===== config.mk =====
export PLATFORM = sky130hd
export DESIGN_NAME = gpio_port_with_config_lock
export DESIGN_NICKNAME = d
export VERILOG_FILES = /design/src/gpl_pkg.sv /design/src/gpl_lock.sv /design/src/gpio_port_with_config_lock.sv
export SDC_FILE = /design/constraint.sdc
export NUM_CORES = 1
export LEC_CHECK = 0
export BUFFER_PORTS_ARGS = -buffer_cell sky130_fd_sc_hd__buf_4
export CELL_PAD_IN_SITES_DETAIL_PLACEMENT = 2
export CELL_PAD_IN_SITES_GLOBAL_PLACEMENT = 2
export CORE_MARGIN = 3
export CORE_UTILIZATION = 41
export CTS_BUF_LIST = sky130_fd_sc_hd__clkbuf_2 sky130_fd_sc_hd__clkbuf_4 sky130_fd_sc_hd__clkbuf_8
export DETAILED_ROUTE_END_ITERATION = 8
export PLACE_DENSITY_LB_ADDON = 0.08
export SLEW_MARGIN = 20
export SYNTH_ARGS = -nofsm -noshare
export SYNTH_HDL_FRONTEND = slang
export SYNTH_SLANG_ARGS = --single-unit

===== constraint.sdc =====
create_clock -name clk -period 3.3 [get_ports clk]
set_input_delay 0.66 -clock clk [delete_from_list [all_inputs] [get_ports clk]]
set_output_delay 0.66 -clock clk [all_outputs]
set_load 0.01 [all_outputs]

===== src/gpl_pkg.sv =====
// ----------------------------------------------------------------------------
// gpl_pkg: shared types and constants of the gpio port
// Register selector codes, access kinds, lock sequence states and the
// request/status structs between the top level and the lock sequencer.
// ----------------------------------------------------------------------------
package gpl_pkg;

  localparam int unsigned PINS       = 16;
  localparam int unsigned DATA_W     = 32;
  localparam int unsigned KEY_POS    = 16;
  localparam int unsigned NIB_W      = 4;
  localparam int unsigned PINS_PER_R = 8;

  localparam logic [DATA_W-1:0] MODE_RST = 32'h4444_4444;

  // bus access kind
  typedef enum logic {
    OP_READ  = 1'b0,
    OP_WRITE = 1'b1
  } op_t;

  // register selector
  typedef enum logic [2:0] {
    SEL_MODE_LOW  = 3'd0,
    SEL_MODE_HIGH = 3'd1,
    SEL_IN_DATA   = 3'd2,
    SEL_OUT_LATCH = 3'd3,
    SEL_LOCK      = 3'd4
  } reg_sel_t;

  // lock key sequence
  typedef enum logic [2:0] {
    LOCK_IDLE  = 3'd0,
    LOCK_KEY1  = 3'd1,
    LOCK_KEY0  = 3'd2,
    LOCK_KEY2  = 3'd3,
    LOCK_DONE  = 3'd4
  } lock_step_t;

  // one lock register access, already qualified by the transfer
  typedef struct packed {
    logic            wr;
    logic            rd;
    logic            key;
    logic [PINS-1:0] mask;
  } lock_req_t;

  // lock sequencer status
  typedef struct packed {
    logic [PINS-1:0] mask;
    logic            locked;
    logic            locked_nxt;
  } lock_stat_t;

  // expand eight pin lock bits into a nibble protect mask
  function automatic logic [DATA_W-1:0] protect_bits(input logic [PINS_PER_R-1:0] m);
    logic [DATA_W-1:0] p;
    p = '0;
    for (int i = 0; i < PINS_PER_R; i++) begin
      p[i*NIB_W +: NIB_W] = {NIB_W{m[i]}};
    end
    return p;
  endfunction

endpackage


===== src/gpl_lock.sv =====
// ----------------------------------------------------------------------------
// gpl_lock: lock key sequencer
// Tracks the key write sequence on the lock register, holds the lock mask
// and stays locked until reset once the confirming read has happened.
// ----------------------------------------------------------------------------
module gpl_lock (
  input  logic               clk,
  input  logic               rst_n,
  input  gpl_pkg::lock_req_t req,
  output gpl_pkg::lock_stat_t stat
);
  import gpl_pkg::*;

  lock_step_t      step_r, step_nxt;
  logic [PINS-1:0] mask_r, mask_nxt;
  logic            same;

  assign same = (req.mask == mask_r);

  // next state of the key sequence
  always_comb begin
    step_nxt = step_r;
    unique case (step_r)
      LOCK_DONE: begin
        step_nxt = LOCK_DONE;
      end
      LOCK_KEY1: begin
        if (req.wr) begin
          step_nxt = (!req.key && same) ? LOCK_KEY0 :
                     (req.key ? LOCK_KEY1 : LOCK_IDLE);
        end
      end
      LOCK_KEY0: begin
        if (req.wr) begin
          step_nxt = (req.key && same) ? LOCK_KEY2 :
                     (req.key ? LOCK_KEY1 : LOCK_IDLE);
        end
      end
      LOCK_KEY2: begin
        if (req.wr) begin
          step_nxt = req.key ? LOCK_KEY1 : LOCK_IDLE;
        end else if (req.rd) begin
          step_nxt = LOCK_DONE;
        end
      end
      LOCK_IDLE: begin
        if (req.wr) begin
          step_nxt = req.key ? LOCK_KEY1 : LOCK_IDLE;
        end
      end
      default: begin
        step_nxt = LOCK_IDLE;
      end
    endcase
  end

  // mask follows every lock write until locked
  always_comb begin
    mask_nxt = mask_r;
    if (req.wr && step_r != LOCK_DONE) begin
      mask_nxt = req.mask;
    end
  end

  // status outputs
  always_comb begin
    stat.mask       = mask_r;
    stat.locked     = (step_r == LOCK_DONE);
    stat.locked_nxt = (step_nxt == LOCK_DONE);
  end

  always_ff @(posedge clk) begin
    if (!rst_n) begin
      step_r <= LOCK_IDLE;
      mask_r <= '0;
    end else begin
      step_r <= step_nxt;
      mask_r <= mask_nxt;
    end
  end

endmodule


===== src/gpio_port_with_config_lock.sv =====
// ----------------------------------------------------------------------------
// gpio_port_with_config_lock: 16-pin gpio port with configuration lock
// Bus register block with two mode registers, input data, output latch and
// a key-sequenced lock register.
// ----------------------------------------------------------------------------
// One register access goes in per transfer and one result comes out for
// each. The block takes a new access every cycle; an access is held in an
// input register, executed combinationally against the port state and its
// result lands in an output register, from which its result transfer is made.
// The input register moves on whenever the output register is empty or being
// taken, and the input side only backs up when the output register is full
// and not being taken. The lock register accepts the key sequence (key set,
// key clear, key set, same mask); the next lock read returns key 0 and locks
// the masked mode nibbles until reset.
module gpio_port_with_config_lock (
  input  logic        clk,
  input  logic        rst_n,
  input  logic        in_tvalid,
  output logic        in_tready,
  input  logic [47:0] in_tdata,   // write_data[31:0], pin_levels[47:32]
  input  logic [3:0]  in_tuser,   // operation[0], register_select[3:1]
  output logic        out_tvalid,
  input  logic        out_tready,
  output logic [55:0] out_tdata   // read_data[31:0], pin_drive[47:32],
                                  // lock_active[48], zero[55:49]
);
  import gpl_pkg::*;

  // input register
  logic        in_valid_r;
  logic [47:0] in_data_r;
  logic [3:0]  in_user_r;

  // output register
  logic        out_valid_r;
  logic [55:0] out_data_r;

  // port state
  logic [DATA_W-1:0] mode_low_r, mode_low_nxt;
  logic [DATA_W-1:0] mode_high_r, mode_high_nxt;
  logic [PINS-1:0]   latch_r, latch_nxt;

  logic              advance;
  op_t               op;
  reg_sel_t          sel;
  logic [DATA_W-1:0] wdata;
  logic [PINS-1:0]   pins;
  logic [DATA_W-1:0] rdata;
  logic [DATA_W-1:0] prot_low, prot_high;
  lock_req_t         lreq;
  lock_stat_t        lstat;

  // handshake
  assign advance    = in_valid_r && (!out_valid_r || out_tready);
  assign in_tready  = !in_valid_r || advance;
  assign out_tvalid = out_valid_r;
  assign out_tdata  = out_data_r;

  // field unpack
  assign op    = op_t'(in_user_r[0]);
  assign sel   = reg_sel_t'(in_user_r[3:1]);
  assign wdata = in_data_r[31:0];
  assign pins  = in_data_r[47:32];

  // protected nibbles once locked
  assign prot_low  = lstat.locked ? protect_bits(lstat.mask[7:0])  : '0;
  assign prot_high = lstat.locked ? protect_bits(lstat.mask[15:8]) : '0;

  // lock register access
  always_comb begin
    lreq.wr   = advance && (op == OP_WRITE) && (sel == SEL_LOCK);
    lreq.rd   = advance && (op == OP_READ)  && (sel == SEL_LOCK);
    lreq.key  = wdata[KEY_POS];
    lreq.mask = wdata[PINS-1:0];
  end

  gpl_lock u_lock (
    .clk  (clk),
    .rst_n(rst_n),
    .req  (lreq),
    .stat (lstat)
  );

  // register writes
  always_comb begin
    mode_low_nxt  = mode_low_r;
    mode_high_nxt = mode_high_r;
    latch_nxt     = latch_r;
    if (advance && op == OP_WRITE) begin
      unique case (sel)
        SEL_MODE_LOW:  mode_low_nxt  = (mode_low_r & prot_low) | (wdata & ~prot_low);
        SEL_MODE_HIGH: mode_high_nxt = (mode_high_r & prot_high) | (wdata & ~prot_high);
        SEL_OUT_LATCH: latch_nxt     = wdata[PINS-1:0];
        default:       ;
      endcase
    end
  end

  // read mux
  always_comb begin
    rdata = '0;
    if (op == OP_READ) begin
      unique case (sel)
        SEL_MODE_LOW:  rdata = mode_low_r;
        SEL_MODE_HIGH: rdata = mode_high_r;
        SEL_IN_DATA:   rdata = {{(DATA_W-PINS){1'b0}}, pins};
        SEL_OUT_LATCH: rdata = {{(DATA_W-PINS){1'b0}}, latch_r};
        SEL_LOCK:      rdata = {{(DATA_W-PINS-1){1'b0}}, lstat.locked, lstat.mask};
        default:       rdata = '0;
      endcase
    end
  end

  // control registers
  always_ff @(posedge clk) begin
    if (!rst_n) begin
      in_valid_r  <= 1'b0;
      out_valid_r <= 1'b0;
      mode_low_r  <= MODE_RST;
      mode_high_r <= MODE_RST;
      latch_r     <= '0;
    end else begin
      if (in_tready) begin
        in_valid_r <= in_tvalid;
      end
      if (advance) begin
        out_valid_r <= 1'b1;
      end else if (out_tready) begin
        out_valid_r <= 1'b0;
      end
      mode_low_r  <= mode_low_nxt;
      mode_high_r <= mode_high_nxt;
      latch_r     <= latch_nxt;
    end
  end

  // payload registers
  always_ff @(posedge clk) begin
    if (in_tready && in_tvalid) begin
      in_data_r <= in_tdata;
      in_user_r <= in_tuser;
    end
    if (advance) begin
      out_data_r <= {7'd0, lstat.locked_nxt, latch_nxt, rdata};
    end
  end

  // once locked, the lock holds until reset
  a_lock_sticky: assert property (@(posedge clk) disable iff (!rst_n)
    lstat.locked |=> lstat.locked)
    else $error("lock released without reset");

  // protected low mode nibbles survive a write while locked
  a_mode_low_protect: assert property (@(posedge clk) disable iff (!rst_n)
    (advance && op == OP_WRITE && sel == SEL_MODE_LOW && lstat.locked)
    |=> ((mode_low_r & $past(prot_low)) == ($past(mode_low_r) & $past(prot_low))))
    else $error("locked low mode nibble changed");

  // an empty output register never blocks the input side
  a_ready_when_empty: assert property (@(posedge clk) disable iff (!rst_n)
    !out_valid_r |-> in_tready)
    else $error("input stalled with empty output register");

  // lock status in a result matches the sequencer after the access
  a_lock_flag: assert property (@(posedge clk) disable iff (!rst_n)
    advance |=> (out_data_r[48] == lstat.locked))
    else $error("result lock flag disagrees with sequencer");

endmodule

==> impl_metrics.tcl, run 1 <==
set metrics [dict create \
    synth.largest_area_cell "edfxtp_1" \
    hold_viol_final 0 \
    yosys-top-cells-area "edfxtp_1, dfxtp_1, mux2i_1" \
    ir_drop_uv 319 \
    area_growth_pct 20.4 \
    synth_edf_count 101 \
    hold_ws_ps 326 \
    num-fill-cells 1892 \
    top_level_ports 114 \
    nets 805 \
    cts_made_buffers 35 \
    drcViolationCount 0 \
    synth_commonest_cells "dfxtp_1, edfxtp_1, mux2i_1, nor2b_1, and2_1" \
    vias 5368 \
    synth_top_flop_cell "edfxtp_1" \
    cts_tree "built" \
    ys_async_sr_fraction_pct 0 \
    instances_no_fill 1040 \
    cts_setup_buffers 0 \
    initial_core_util_pct 42.5 \
    status "finished, final reports clean" \
    p_sw_uw 1230 \
    cts-htree-levels 2 \
    setup_viol_count_final 0 \
    crit_buf_inv 1 \
    syn_area_mm2 0.00843 \
    worstSkewPairLatency_ps 510 \
    path_delay_family "simple AND/OR/NAND/NOR gates" \
    num_antenna_cells 0 \
    synthCells 627 \
    slew_headroom_pct 53.8 \
    cts.sinks 202 \
    clockBufferDepth 3 \
    yosysSeqAreaShare_pct 60.0 \
    period_share_pct 72.4 \
    critPathSlowestCell "edfxtp_1" \
    min_period_ps 2390 \
    crit_type "register to register" \
    gp_congestion 0.763 \
    dpl.hpwl_um 14600 \
    grt.overflow.total 0 \
    fmax_mhz 419 \
    synth.avg_cell_area_um2 13.4 \
    setup.worst_path.end_class "register" \
    die_y_um 149 \
    worstPathArrival_ps 2780 \
    internal_power_uw 4120 \
    grt_usage_pct 20.2 \
    p_clk_share_pct 41.9 \
    sequentialPowerShare_pct 51.8 \
    grt_antenna_before_repair 0 \
    crit_fanout 16 \
    final_util_pct 51.2 \
    port_buffers 106 \
    multi_input_area_mm2 0.00316 \
    cp-start-kind "register" \
    totalPowerFinal_uw 5350 \
    path_clk_slew_ps 60 \
    grt_first_pass_wirelength_um 35000 \
    vias_per_cell 5.16 \
    cp.required_ps 3690 \
    antenna_left 0 \
    drv_cap 0 \
    die_w_um 149 \
    max_stage_delay_ps 730 \
    dieArea_mm2 0.0223 \
    ys_seq_elements 202 \
    ctsHoldBuffers 0 \
    drt-wirelength-per-cell_um 21.5 \
    worst_slew_pin_slew_ps 694 \
    hp-class "input port to register" \
    synth_top_area_share_pct 36.0 \
    drt_iter0_drc 161 \
    ys_types 41 \
    powerDensity_mw_per_mm2 527 \
    worstPathCellList "buf_4 > nand4_2 > nor2_4 > mux2i_1 > nor2b_1" \
    rsz0062_at_grt "false" \
    grt_max_degree 75 \
    num_rows 51 \
    register_area_mm2 0.00505 \
    setup_tns_ps 0 \
    clock_tree.root_cell "clkbuf_8" \
    wl_um 22300 \
    power_frac_comb_pct 6.2 \
    drv_slew 0 \
    dp.cells 977 \
    cts-resized-gates 0 \
    finalClockSkew_ps 23.3 \
    power_switching_share_pct 22.9 \
    drive_above_1_share_pct 30.3 \
    drt_first_pass_iters 4 \
    core_area_mm2 0.0198 \
    yosysWarnings 0 \
    p_leak_uw 0.00365 \
    grt_pass1_vias 6171 \
]
power groups by stage:
stage	Clock (µW)	Sequential (µW)	Combinational (µW)
4_1_cts	2320	2770	341
3_5_place_dp	0	2830	339
3_3_place_gp	0	2820	326
2_1_floorplan	0	2820	170
6_report	2240	2770	334
5_1_grt	2430	2780	363
routing by layer:
layer	global-route usage [%]	up-vias	wire [µm]
met5	0	-	0
met4	6.04	0	463
met3	3.52	37	760
met2	36.6	121	11700
met1	24.7	2712	9450
li1	-	2498	-
final cells by class:
class	instances	area share, %
flip-flops and latches	202	49.8
clock inverters	7	0.283
well taps	265	3.27
repair buffers	120	9.00
multi-input cells	388	31.2
inverters	2	0.0739
clock buffers	56	6.42
worst register-to-register path: stages, from the launching register on:
cell and delay, ps:
edfxtp_1 730, buf_4 380, nand4_2 180, nor2_4 570, mux2i_1 330, nor2b_1 80
metrics by stage:
stage,setup slack (ps),area [µm²]
global route,805,10200
global placement,943,9470
detailed placement,818,9470
finish,911,10200
CTS,927,10200
floorplan,734,8450
cell families after synthesis:
family	share of synthesized area (%)
DFF	60.0
and+or+nand+nor	11.9
xor gates and xnor gates	1.66
buffers and inverters	2.80
muxes	16.2
other	0.0445
AOI/OAI and AO/OA	7.44
final timing paths:
path / depth (start not counted) / to / slack, ps / start
worst max register to register: 5 / u_lock.mask_r[13]$_SDFFE_PN0P_ / 910 / in_user_r[3]$_DFFE_PP_
worst min register to register: 2 / register / 480 / register
worst min-delay path: 1 / in_user_r[2]$_DFFE_PP_ / 330 / in_tuser[2]
worst max-delay path: 5 / u_lock.mask_r[13]$_SDFFE_PN0P_ / 910 / in_user_r[3]$_DFFE_PP_
cell usage in the layout, fill, tap and decap left out, types with 2 or more instances in the layout:
master,n
buf_4,119
dfxtp_1,101
edfxtp_1,101
mux2i_1,98
nor2b_1,70
clkbuf_8,37
and2_1,33
a22oi_1,30
mux2_2,21
nor2_1,20
clkbuf_4,19
nand2_1,17
xnor2_1,16
o22ai_1,15
mux2_4,10
a21oi_4,10
conb_1,7
a21oi_2,6
clkinv_1,5
a21oi_1,4
nand4_1,4
o21ai_0,3
nand2b_1,2
and2_2,2
nor2_4,2
inv_1,2
nand3b_1,2
o21a_1,2
a32oi_1,2
nand4b_4,2
clkinv_2,2
Power figures use the tool's default switching activity.
==> run 2: changes to the inputs <==
Clock period 3.3 ns to 2.3 ns, I/O delays scaled along.
==> impl_metrics.tcl, run 2 (same netlist as run 1, synthesis figures left out) <==
set metrics [dict create \
    worstSkewPairLatency_ps 510 \
    ctsHoldBuffers 0 \
    cp-start-kind "register" \
    grt.overflow.total 0 \
    setup.worst_path.end_class "register" \
    antenna_left 0 \
    drt-wirelength-per-cell_um 22.0 \
    ir_drop_uv 495 \
    grt_max_degree 76 \
    status "finished, final reports clean" \
    gp_congestion 0.735 \
    vias_per_cell 5.26 \
    nets 811 \
    cp.required_ps 2700 \
    setup_viol_count_final 0 \
    num_antenna_cells 0 \
    cts-htree-levels 2 \
    dieArea_mm2 0.0223 \
    min_to "in_data_r[47]$_DFFE_PP_" \
    area_growth_pct 22.5 \
    grt_first_pass_wirelength_um 36300 \
    final_common_cell "buf_4" \
    cts_setup_buffers 0 \
    finalClockSkew_ps 12.0 \
    setup_tns_ps 0 \
    period_share_pct 94.8 \
    min_from "in_tdata[47]" \
    worstPathArrival_ps 2580 \
    crit_fanout 38 \
    drv_cap 0 \
    cts_tree "built" \
    min_period_ps 2180 \
    grt_pass1_vias 6359 \
    clockBufferDepth 3 \
    die_y_um 149 \
    worst_slew_pin_slew_ps 804 \
    top_level_ports 114 \
    slew_headroom_pct 46.2 \
    final_cell_mix "buf_4, dfxtp_1, edfxtp_1" \
    grt_usage_pct 21.0 \
    port_buffers 106 \
    crit_type "register to register" \
    worstReg2RegStart "in_user_r[2]$_DFFE_PP_" \
    grt_antenna_before_repair 0 \
    num_rows 51 \
    cts.sinks 202 \
    core_area_mm2 0.0198 \
    worstHoldPathCells 1 \
    drv_slew 0 \
    powerDensity_mw_per_mm2 780 \
    r2r_cells 4 \
    final.setup.worst_slack_ps 119 \
    drcViolationCount 0 \
    wl_um 23100 \
    initial_core_util_pct 42.5 \
    p_leak_uw 0.00372 \
    drt_iter0_drc 221 \
    worstReg2RegEnd "latch_r[1]$_SDFF_PN0_" \
    post-place-ws_ps 35.8 \
    drive_above_1_share_pct 31.4 \
    ff2ff_setup_slack_ps 120 \
    cts-resized-gates 0 \
    drt_first_pass_iters 4 \
    hp-class "input port to register" \
    vias 5505 \
    cts_made_buffers 37 \
    dpl.hpwl_um 15100 \
    die_w_um 149 \
    path_clk_slew_ps 60 \
    rsz0062_at_grt "false" \
    fmax_mhz 458 \
    clock_tree.root_cell "clkbuf_8" \
    hold_viol_final 0 \
]
==> run 2: cell types whose count changed in the layout (fill, tap and decap cells not counted), sizes merged <==
cell and change:
bufinv +1, clkbuf +5, buf +4, clkinv -4
==> run 2: metal layers <==
layer / track usage [%] / part of all wire, % / up-vias
li1: - / - / 2512
met1: 25.3 / 41 / 2828
met2: 38.5 / 53 / 127
met3: 4.10 / 4.4 / 38
met4: 5.40 / 1.9 / 0
met5: 0 / 0 / -
==> run 2: worst max-delay path by stage <==
stage          depth (start not counted)  slack (ps)                   start                          to
2_1_floorplan                          3         460              out_tready  out_tdata[0]$_SDFFCE_PP0N_
3_3_place_gp                           4          10  in_user_r[1]$_DFFE_PP_  out_tdata[2]$_SDFFCE_PP0N_
3_5_place_dp                           5          40              out_tready      latch_r[12]$_SDFF_PN0_
4_1_cts                                4          30  in_user_r[1]$_DFFE_PP_       latch_r[1]$_SDFF_PN0_
5_1_grt                                5          30  in_user_r[1]$_DFFE_PP_                    register
6_report                               4         120  in_user_r[2]$_DFFE_PP_       latch_r[1]$_SDFF_PN0_
==> run 2: power by group <==
| group | switching (µW) | internal (µW) |
|---|---|---|
| clock network | 1450 | 2130 |
| logic | 269 | 233 |
| registers | 75.0 | 3900 |
| total | 1800 | 6260 |
==> run 2: critical path, stage by stage (launching register included) <==
cell and delay (ps):
edfxtp_1 400, buf_4 450, nand4_4 570, mux2_2 480, and2_1 170
==> run 2: final cells by class <==
type / count / area [µm²]
Multi-Input combinational cell: 388 / 3170
Sequential cell: 202 / 5050
Tap cell: 265 / 332
Fill cell: 1903 / 9520
Inverter: 2 / 7.51
Clock inverter: 4 / 41.3
Clock buffer: 61 / 739
Timing Repair Buffer: 124 / 981
==> run 2: per-stage QoR <==
stage | total power (µW) | utilization, % | instance area [µm²] | hold slack (ps) | std cells
finish | 8060 | 52.0 | 10300 | 122 | 1046
global route | 8390 | 52.0 | 10300 | 94.9 | 1046
CTS | 8170 | 52.0 | 10300 | 93.9 | 1046
detailed placement | 4560 | 48.1 | 9540 | 469 | 981
global placement | 4530 | 48.1 | 9540 | 454 | 981
floorplan | 4290 | - | 8460 | 441 | 633
